[src/hdl/rowerr_pkg.sv]
package rowerr_pkg;

   localparam int VALUE_BITS_DEFAULT = 32;
   localparam int FRAC_BITS = 16;
   localparam int OUT_BITS = 32;
   localparam int SUM_BITS = 64;
   localparam int ITER_COUNT = 32;
   localparam int CNT_W = $clog2(ITER_COUNT);

   typedef enum logic [2:0] {
      ST_IDLE,
      ST_SQUARE,
      ST_DIVIDE,
      ST_UPDATE,
      ST_ROOT,
      ST_EMIT
   } rowerr_state_type;

   typedef struct packed {
      logic load;
      logic square;
      logic div_step;
      logic accum;
      logic update;
      logic root_step;
      logic emit;
   } rowerr_cmd_type;

   typedef struct packed {
      logic row_end;
   } rowerr_status_type;

endpackage

[src/hdl/rowerr_ctrl.sv]
module rowerr_ctrl (
   input  logic                          clock,
   input  logic                          reset,
   input  logic                          req_valid,
   output logic                          req_ready,
   output logic                          rsp_valid,
   input  logic                          rsp_ready,
   input  rowerr_pkg::rowerr_status_type status,
   output rowerr_pkg::rowerr_cmd_type    cmd
);
   import rowerr_pkg::*;

   rowerr_state_type state_ff, state_in;
   logic [CNT_W-1:0] cnt_ff, cnt_in;
   logic             rsp_valid_ff, rsp_valid_in;
   logic             cnt_last;
   logic             out_free;

   assign cnt_last = (cnt_ff == CNT_W'(ITER_COUNT - 1));
   assign out_free = !rsp_valid_ff || rsp_ready;

   always_comb begin
      state_in = state_ff;
      unique case (state_ff)
         ST_IDLE:   if (req_valid) state_in = ST_SQUARE;
         ST_SQUARE: state_in = ST_DIVIDE;
         ST_DIVIDE: if (cnt_last) state_in = ST_UPDATE;
         ST_UPDATE: state_in = status.row_end ? ST_ROOT : ST_IDLE;
         ST_ROOT:   if (cnt_last) state_in = ST_EMIT;
         ST_EMIT:   if (out_free) state_in = ST_IDLE;
         default:   state_in = ST_IDLE;
      endcase
   end

   always_comb begin
      cmd = '0;
      req_ready = 1'b0;
      unique case (state_ff)
         ST_IDLE: begin
            req_ready = 1'b1;
            cmd.load = req_valid;
         end
         ST_SQUARE: cmd.square = 1'b1;
         ST_DIVIDE: begin
            cmd.div_step = 1'b1;
            // product is ready on the first divide cycle
            cmd.accum = (cnt_ff == '0);
         end
         ST_UPDATE: cmd.update = 1'b1;
         ST_ROOT:   cmd.root_step = 1'b1;
         ST_EMIT:   cmd.emit = out_free;
         default: begin
            cmd = '0;
         end
      endcase
   end

   always_comb begin
      if ((state_ff == ST_DIVIDE || state_ff == ST_ROOT) && !cnt_last) begin
         cnt_in = cnt_ff + CNT_W'(1);
      end else begin
         cnt_in = '0;
      end
   end

   always_comb begin
      if (cmd.emit) begin
         rsp_valid_in = 1'b1;
      end else if (rsp_ready) begin
         rsp_valid_in = 1'b0;
      end else begin
         rsp_valid_in = rsp_valid_ff;
      end
   end

   always_ff @(posedge clock) begin
      if (reset) begin
         state_ff     <= ST_IDLE;
         cnt_ff       <= '0;
         rsp_valid_ff <= 1'b0;
      end else begin
         state_ff     <= state_in;
         cnt_ff       <= cnt_in;
         rsp_valid_ff <= rsp_valid_in;
      end
   end

   assign rsp_valid = rsp_valid_ff;

   a_accept_blocks: assert property (@(posedge clock) disable iff (reset)
      (req_valid && req_ready) |=> !req_ready)
      else $error("input accepted twice in a row");

   a_emit_free: assert property (@(posedge clock) disable iff (reset)
      cmd.emit |-> (!rsp_valid || rsp_ready))
      else $error("result loaded over a pending beat");

   a_emit_valid: assert property (@(posedge clock) disable iff (reset)
      cmd.emit |=> rsp_valid)
      else $error("emitted result not presented");

   a_accum_once: assert property (@(posedge clock) disable iff (reset)
      cmd.accum |=> !cmd.accum)
      else $error("square accumulated twice");

endmodule

[src/hdl/rowerr_dp.sv]
module rowerr_dp #(
   parameter int VALUE_BITS = rowerr_pkg::VALUE_BITS_DEFAULT
) (
   input  logic                          clock,
   input  logic                          reset,
   input  rowerr_pkg::rowerr_cmd_type    cmd,
   output rowerr_pkg::rowerr_status_type status,
   input  logic [31:0]                   req_candidate_value,
   input  logic [31:0]                   req_reference_value,
   input  logic                          req_row_end,
   output logic [31:0]                   rsp_l2_error,
   output logic [31:0]                   rsp_max_rel_error,
   output logic                          rsp_sum_saturated
);
   import rowerr_pkg::*;

   localparam int VB = VALUE_BITS;
   localparam int ROOT_REM_W = OUT_BITS + 1;

   // operands of the current element
   logic [VB-1:0] ad_ff, ad_in;
   logic [VB-1:0] ar_ff, ar_in;
   logic          row_end_ff, row_end_in;

   logic signed [VB:0] cand_ext, ref_ext, diff;

   // square and accumulators
   logic [2*VB-1:0]     prod;
   logic [SUM_BITS-1:0] sq_ff, sq_in;
   logic [SUM_BITS-1:0] sum_ff, sum_in;
   logic [SUM_BITS:0]   sum_wide;
   logic                ovf_ff, ovf_in;
   logic [OUT_BITS-1:0] max_ff, max_in;

   // divider
   logic [VB-1:0]       rem_ff, rem_in;
   logic [OUT_BITS-1:0] nq_ff, nq_in;
   logic                zero_ff, zero_in;
   logic                qsat_ff, qsat_in;
   logic [VB:0]         rem_sh, rem_sub;
   logic                div_ge;
   logic [OUT_BITS-1:0] rel;

   // square root
   logic [ROOT_REM_W-1:0] rr_ff, rr_in;
   logic [OUT_BITS-1:0]   root_ff, root_in;
   logic [SUM_BITS-1:0]   rx_ff, rx_in;
   logic [ROOT_REM_W+1:0] rr_sh, rr_trial, rr_sub;
   logic                  root_ge;

   // result register
   logic [OUT_BITS-1:0] l2_ff, l2_in;
   logic [OUT_BITS-1:0] mre_ff, mre_in;
   logic                sat_ff, sat_in;

   always_comb begin
      cand_ext = {req_candidate_value[VB-1], req_candidate_value[VB-1:0]};
      ref_ext  = {req_reference_value[VB-1], req_reference_value[VB-1:0]};
      diff     = cand_ext - ref_ext;
   end

   always_comb begin
      ad_in = ad_ff;
      ar_in = ar_ff;
      row_end_in = row_end_ff;
      if (cmd.load) begin
         ad_in = diff[VB] ? VB'(-diff) : diff[VB-1:0];
         ar_in = ref_ext[VB] ? VB'(-ref_ext) : ref_ext[VB-1:0];
         row_end_in = req_row_end;
      end
   end

   assign prod = ad_ff * ad_ff;
   assign sq_in = cmd.square ? SUM_BITS'(prod) : sq_ff;

   assign rem_sh  = {rem_ff, nq_ff[OUT_BITS-1]};
   assign div_ge  = (rem_sh >= {1'b0, ar_ff});
   assign rem_sub = rem_sh - {1'b0, ar_ff};

   always_comb begin
      rem_in  = rem_ff;
      nq_in   = nq_ff;
      zero_in = zero_ff;
      qsat_in = qsat_ff;
      if (cmd.square) begin
         zero_in = (ar_ff == '0);
         // quotient overflows 32 bits when |d| >= |ref| * 2^16
         qsat_in = ({{FRAC_BITS{1'b0}}, ad_ff} >= {ar_ff, {FRAC_BITS{1'b0}}});
         rem_in  = ad_ff >> FRAC_BITS;
         nq_in   = {ad_ff[FRAC_BITS-1:0], {(OUT_BITS - FRAC_BITS){1'b0}}};
      end else if (cmd.div_step) begin
         rem_in = div_ge ? rem_sub[VB-1:0] : rem_sh[VB-1:0];
         nq_in  = {nq_ff[OUT_BITS-2:0], div_ge};
      end
   end

   always_comb begin
      if (zero_ff) begin
         rel = '0;
      end else if (qsat_ff) begin
         rel = '1;
      end else begin
         rel = nq_ff;
      end
   end

   assign sum_wide = {1'b0, sum_ff} + {1'b0, sq_ff};

   always_comb begin
      sum_in = sum_ff;
      ovf_in = ovf_ff;
      max_in = max_ff;
      if (cmd.emit) begin
         sum_in = '0;
         ovf_in = 1'b0;
         max_in = '0;
      end else begin
         if (cmd.accum) begin
            if (sum_wide[SUM_BITS]) begin
               sum_in = '1;
               ovf_in = 1'b1;
            end else begin
               sum_in = sum_wide[SUM_BITS-1:0];
            end
         end
         if (cmd.update && (rel > max_ff)) begin
            max_in = rel;
         end
      end
   end

   // two radicand bits per step, one root bit out
   assign rr_sh    = {rr_ff, rx_ff[SUM_BITS-1 -: 2]};
   assign rr_trial = {1'b0, root_ff, 2'b01};
   assign root_ge  = (rr_sh >= rr_trial);
   assign rr_sub   = rr_sh - rr_trial;

   always_comb begin
      rr_in   = rr_ff;
      root_in = root_ff;
      rx_in   = rx_ff;
      if (cmd.update) begin
         rr_in   = '0;
         root_in = '0;
         rx_in   = sum_ff;
      end else if (cmd.root_step) begin
         rr_in   = root_ge ? rr_sub[ROOT_REM_W-1:0] : rr_sh[ROOT_REM_W-1:0];
         root_in = {root_ff[OUT_BITS-2:0], root_ge};
         rx_in   = {rx_ff[SUM_BITS-3:0], 2'b00};
      end
   end

   always_comb begin
      l2_in  = l2_ff;
      mre_in = mre_ff;
      sat_in = sat_ff;
      if (cmd.emit) begin
         l2_in  = root_ff;
         mre_in = max_ff;
         sat_in = ovf_ff;
      end
   end

   always_ff @(posedge clock) begin
      if (reset) begin
         sum_ff <= '0;
         ovf_ff <= 1'b0;
         max_ff <= '0;
      end else begin
         sum_ff <= sum_in;
         ovf_ff <= ovf_in;
         max_ff <= max_in;
      end
   end

   always_ff @(posedge clock) begin
      ad_ff      <= ad_in;
      ar_ff      <= ar_in;
      row_end_ff <= row_end_in;
      sq_ff      <= sq_in;
      rem_ff     <= rem_in;
      nq_ff      <= nq_in;
      zero_ff    <= zero_in;
      qsat_ff    <= qsat_in;
      rr_ff      <= rr_in;
      root_ff    <= root_in;
      rx_ff      <= rx_in;
      l2_ff      <= l2_in;
      mre_ff     <= mre_in;
      sat_ff     <= sat_in;
   end

   assign status.row_end    = row_end_ff;
   assign rsp_l2_error      = l2_ff;
   assign rsp_max_rel_error = mre_ff;
   assign rsp_sum_saturated = sat_ff;

endmodule

[src/hdl/row_error_norm_unit.sv]
// each element passes a square, radix-2 divide steps (one quotient bit each) and a max update
// a row-end element adds square-root steps, then loads the result register once the output is free
// elements go one at a time through the shared serial divider; a new one is accepted only in idle
// the result register lets the next element in while a result beat waits
// reset: synchronous active high, clears the controller, the accumulators and rsp_valid
module row_error_norm_unit #(
   parameter int VALUE_BITS = rowerr_pkg::VALUE_BITS_DEFAULT
) (
   input  logic        clock,
   input  logic        reset,
   input  logic        req_valid,
   output logic        req_ready,
   input  logic [31:0] req_candidate_value,
   input  logic [31:0] req_reference_value,
   input  logic        req_row_end,
   output logic        rsp_valid,
   input  logic        rsp_ready,
   output logic [31:0] rsp_l2_error,
   output logic [31:0] rsp_max_rel_error,
   output logic        rsp_sum_saturated
);
   import rowerr_pkg::*;

   rowerr_cmd_type    cmd;
   rowerr_status_type status;

   rowerr_ctrl u_ctrl (
      .clock     (clock),
      .reset     (reset),
      .req_valid (req_valid),
      .req_ready (req_ready),
      .rsp_valid (rsp_valid),
      .rsp_ready (rsp_ready),
      .status    (status),
      .cmd       (cmd)
   );

   rowerr_dp #(
      .VALUE_BITS (VALUE_BITS)
   ) u_dp (
      .clock               (clock),
      .reset               (reset),
      .cmd                 (cmd),
      .status              (status),
      .req_candidate_value (req_candidate_value),
      .req_reference_value (req_reference_value),
      .req_row_end         (req_row_end),
      .rsp_l2_error        (rsp_l2_error),
      .rsp_max_rel_error   (rsp_max_rel_error),
      .rsp_sum_saturated   (rsp_sum_saturated)
   );

endmodule

[config.mk]
export PLATFORM = sky130hd
export DESIGN_NAME = row_error_norm_unit
export DESIGN_NICKNAME = d
export VERILOG_FILES = /design/src/hdl/rowerr_pkg.sv /design/src/hdl/rowerr_ctrl.sv /design/src/hdl/rowerr_dp.sv /design/src/hdl/row_error_norm_unit.sv
export SDC_FILE = /design/constraint.sdc
export NUM_CORES = 2
export LEC_CHECK = 0
export BUFFER_PORTS_ARGS = -buffer_cell sky130_fd_sc_hd__buf_2
export CORE_ASPECT_RATIO = 0.7
export CORE_UTILIZATION = 45
export CTS_CLUSTER_DIAMETER = 40
export DETAILED_ROUTE_END_ITERATION = 6
export REMOVE_ABC_BUFFERS = 1
export SYNTH_ARGS = -nofsm -noshare
export SYNTH_HDL_FRONTEND = slang
export SYNTH_SLANG_ARGS = --single-unit
[constraint.sdc]
create_clock -name clock -period 12.2 [get_ports clock]
set_input_delay 3.05 -clock clock [delete_from_list [all_inputs] [get_ports clock]]
set_output_delay 3.05 -clock clock [all_outputs]
set_load 0.02 [all_outputs]
==> results.md <==
* Period utilisation layout at 77.8%
* Most frequent cell on the critical path: fa_1
* Worst Setup Start Kind: flip-flop
* Compound-Gate Fraction of Synth Area at 12.6%
* Multiplexer share of the synthesized area at 0.813%
* RSZ-0062 raised after global routing: no
* Count of pins over their slew limit at 0
* Worst Hold Class: reg -> reg
* IO buf count at approximately 140
* Main combinational cell family by area after synthesis: adder cells
* FP Rows at 109
* Count of flip-flops with a built-in enable after synthesis at slightly below 300
* Synth Area per Inst at 9.30 sq um
* First-pass GRT wire length at 246 mm
* Syn-to-layout area delta at 8.14%
* Initial antenna violation count at 5
* Max incr delay on CP at 0.63 ns
* Die area at 130000 sq um
* Simple-gate share of the synthesized area at 12.3%
* Synth Area in Adders at 38.4%
* Deepest clock path buffer count at 3
* Fmax at 0.105 GHz
* Worst clock skew at 0.0394 ns
* Chip height at between 300 and 400 um
* CP required at 12.59 ns
* CP Buf/Inv Count at 6
* Final setup fails at 0
* Result of the run: complete, no violations
* Clock latency on the worst-skew pair at 0.66 ns
* CTS Buf Count at just under 70
* Async SR Flop Fraction at 0%
* Synth Warn # at 0
* Core ar. at 127000 sq um
* Gpl congestion at 0.922
* Cell Area, Synth at 58100 sq um
* Synth Area in XOR/XNOR at 4.57%
* Crit path from: u_dp.ad_ff[16]$_DFFE_PP_
* Drt first pass iters at 5
* Post-DP HPWL at 122 mm
* Clk sinks at 494
* Routed Antenna Nets at 0
* Detailed-route vias per instance at 5.38
* Library cells used by synthesis at 87
* Clock slew at reported path FFs at 0.06 ns
* Reg area at roughly 13000 sq um
* Max Fanout on Critical Path at 25
* Initial Utilization at 45.7%
* Gr ovfl total at 0
* Detailed Route WL at 157 mm
* R2r startpoint: u_dp.ad_ff[16]$_DFFE_PP_
* Worst Setup End Kind: flip-flop
* Final hold vios at 0
* Root buf cell: clkbuf_16
* Slew of the pin with the lowest slew margin at 1.21 ns
* Fin crit period at 9.49 ns
* Post-CTS Setup Repair Bufs at 0
* Post-synthesis register bit count at between 400 and 500
* Via count at 43057
* Multi-input logic area at 39900 sq um
* GRT Overall Usage at 24.3%
* Rel. slew slack at approximately a fifth
* H-tree Lvls at 3
* Delay-heaviest family, CP: adder cells
* Max-capacitance violation count at 0
* Gate Count Post-Synth at 6241
* Pin count of the biggest net entering global routing at 108
* Hold Crit Start: u_dp.root_ff[6]$_SDFFE_PP0P_
* Setup TNS at 0 ns
* Fillers at 12040
* Vias in the first global route at 42760
* Io pins at 136
* DR DRC count at 0
* Total Nets Final at ~7600
* Post-cts hold buffer count at 0
* CTS tree: built
* Post-CTS sizing at 0
* Share of layout cells above drive strength 1 at 5.98%
* Chip Width at 431 um
* First-iteration detailed-routing DRC count at approximately 3400
* CP max stage cell: clkinv_1
* Post-synth top flop: edfxtp_1
* Critical Path AT at 9.88 ns
* Crit Path Class: reg -> reg
* Seq/Total Area, Yosys at between 20% and 30%
* Drt wl/cell at 19.6 um
-- placed cells by master (no fill, tap or decap), types with 28 or more instances in the layout --
cell          n
nor2_1      296
edfxtp_1    291
a21o_1      158
nand4_1      61
xor2_1      114
a22o_1       28
a31oi_1      77
nor2b_1      38
buf_4        55
inv_1      1163
nand3_1      51
and3_1       29
clkbuf_16    69
ha_1        512
nor3_1       37
dfxtp_1     203
nand2_1     616
a21oi_1     324
fa_1        794
xnor2_1     185
and2_1      248
o21bai_1     36
mux2i_1      46
buf_2       135
o22ai_1      40
o21ai_0     227
o31ai_1      30
nand2b_1     32
-- final timing paths --
check | depth (start not counted) | end | slack [ns]
hold reg to reg | 0 | u_dp.rsp_l2_error[6]$_DFFE_PP_ | 0.43
setup reg to reg | 26 | u_dp.sq_ff[61]$_DFFE_PP_ | 2.71
hold / removal | 0 | u_dp.rsp_l2_error[6]$_DFFE_PP_ | 0.43
setup / recovery | 26 | u_dp.sq_ff[61]$_DFFE_PP_ | 2.71
-- layout make-up --
class | count | area share (%)
flip-flops and latches | 494 | 20.4
clock inverters | 48 | 1.04
repair buffers | 190 | 1.73
multi-input cells | 4309 | 63.6
inverters | 1168 | 6.99
diodes | 3 | 0.0120
well taps | 1720 | 3.43
clock buffers | 78 | 2.85
-- registers in the layout (all words and copies together) (netlist names), 3 cells and up --
| signal | flops |
|---|---|
| u_dp.rsp_l2_error | 32 |
| u_dp.rem_ff | 32 |
| u_dp.sum_ff | 64 |
| u_dp.nq_ff | 32 |
| u_dp.ad_ff | 32 |
| u_dp.root_ff | 32 |
| u_dp.sq_ff | 63 |
| u_ctrl.state_ff | 3 |
| u_ctrl.cnt_ff | 5 |
| u_dp.rr_ff | 33 |
| u_dp.rx_ff | 64 |
| u_dp.max_ff | 32 |
| u_dp.ar_ff | 32 |
| u_dp.rsp_max_rel_error | 32 |
-- logic make-up after synthesis --
group,Yosys count
xor+xnor,301
fa+ha+maj,1306
buf+inv,1438
flops,494
simple gates,1511
mux,47
compound gates,1144
-- per-layer routing --
layer	vias up	share of wire (%)	track usage, %	wire length, um
met2	1385	40	34.1	62900
met5	-	0.0070	0	11
met4	2	1.5	4.37	2400
li1	20316	-	-	-
met1	21207	49	37.3	77600
met3	147	9.2	6.57	14400
-- synthesized netlist by cell type, types with 7 or more instances --
master	count	area [sq um]
buf_1	8	30.0
clkbuf_1	261	980
a41oi_1	10	87.6
o21ai_1	18	90.1
dfxtp_1	203	4060
xor2_1	114	998
edfxtp_1	291	8740
a31oi_1	77	482
nand2b_1	33	206
nand3_1	51	255
o41ai_1	10	87.6
and3_1	31	194
or2_2	14	87.6
and2_1	250	1560
o22ai_1	40	250
nand2_1	617	2320
nor3_1	37	185
nor4_1	24	150
inv_1	1165	4370
a221oi_1	9	78.8
mux2i_1	46	460
a211o_1	11	96.3
o21a_1	23	173
xnor2_1	185	1620
and4_1	7	61.3
a21boi_0	7	52.6
fa_1	794	15900
o31ai_1	30	225
a211oi_1	26	195
a21o_1	158	1190
a22o_1	28	245
nor2_1	300	1130
o211ai_1	13	97.6
ha_1	512	6410
nand4_1	61	382
a32oi_1	13	114
nor2b_1	38	238
a31o_2	18	158
or3_1	21	131
o21bai_1	36	270
a21oi_1	324	1620
a2111oi_0	8	70.1
o31a_1	8	70.1
o21ai_0	227	1140
-- stage by stage --
stage,worst slack [ns],util (%),cell area (sq um),hold WS (ns),instances
final,2.71,49.4,62800,0.430,8010
after global routing,2.31,49.4,62800,0.439,8008
after CTS,2.84,49.4,62800,0.429,8007
after detailed placement,2.87,47.5,60300,0.417,7881
after global placement,2.98,47.5,60300,0.418,7881
after floorplan,3.93,-,57000,0.408,5971
Power is left out: the tool's default activity adds up to more than one toggle a clock period on the data nets, which glitch-free logic cannot reach.
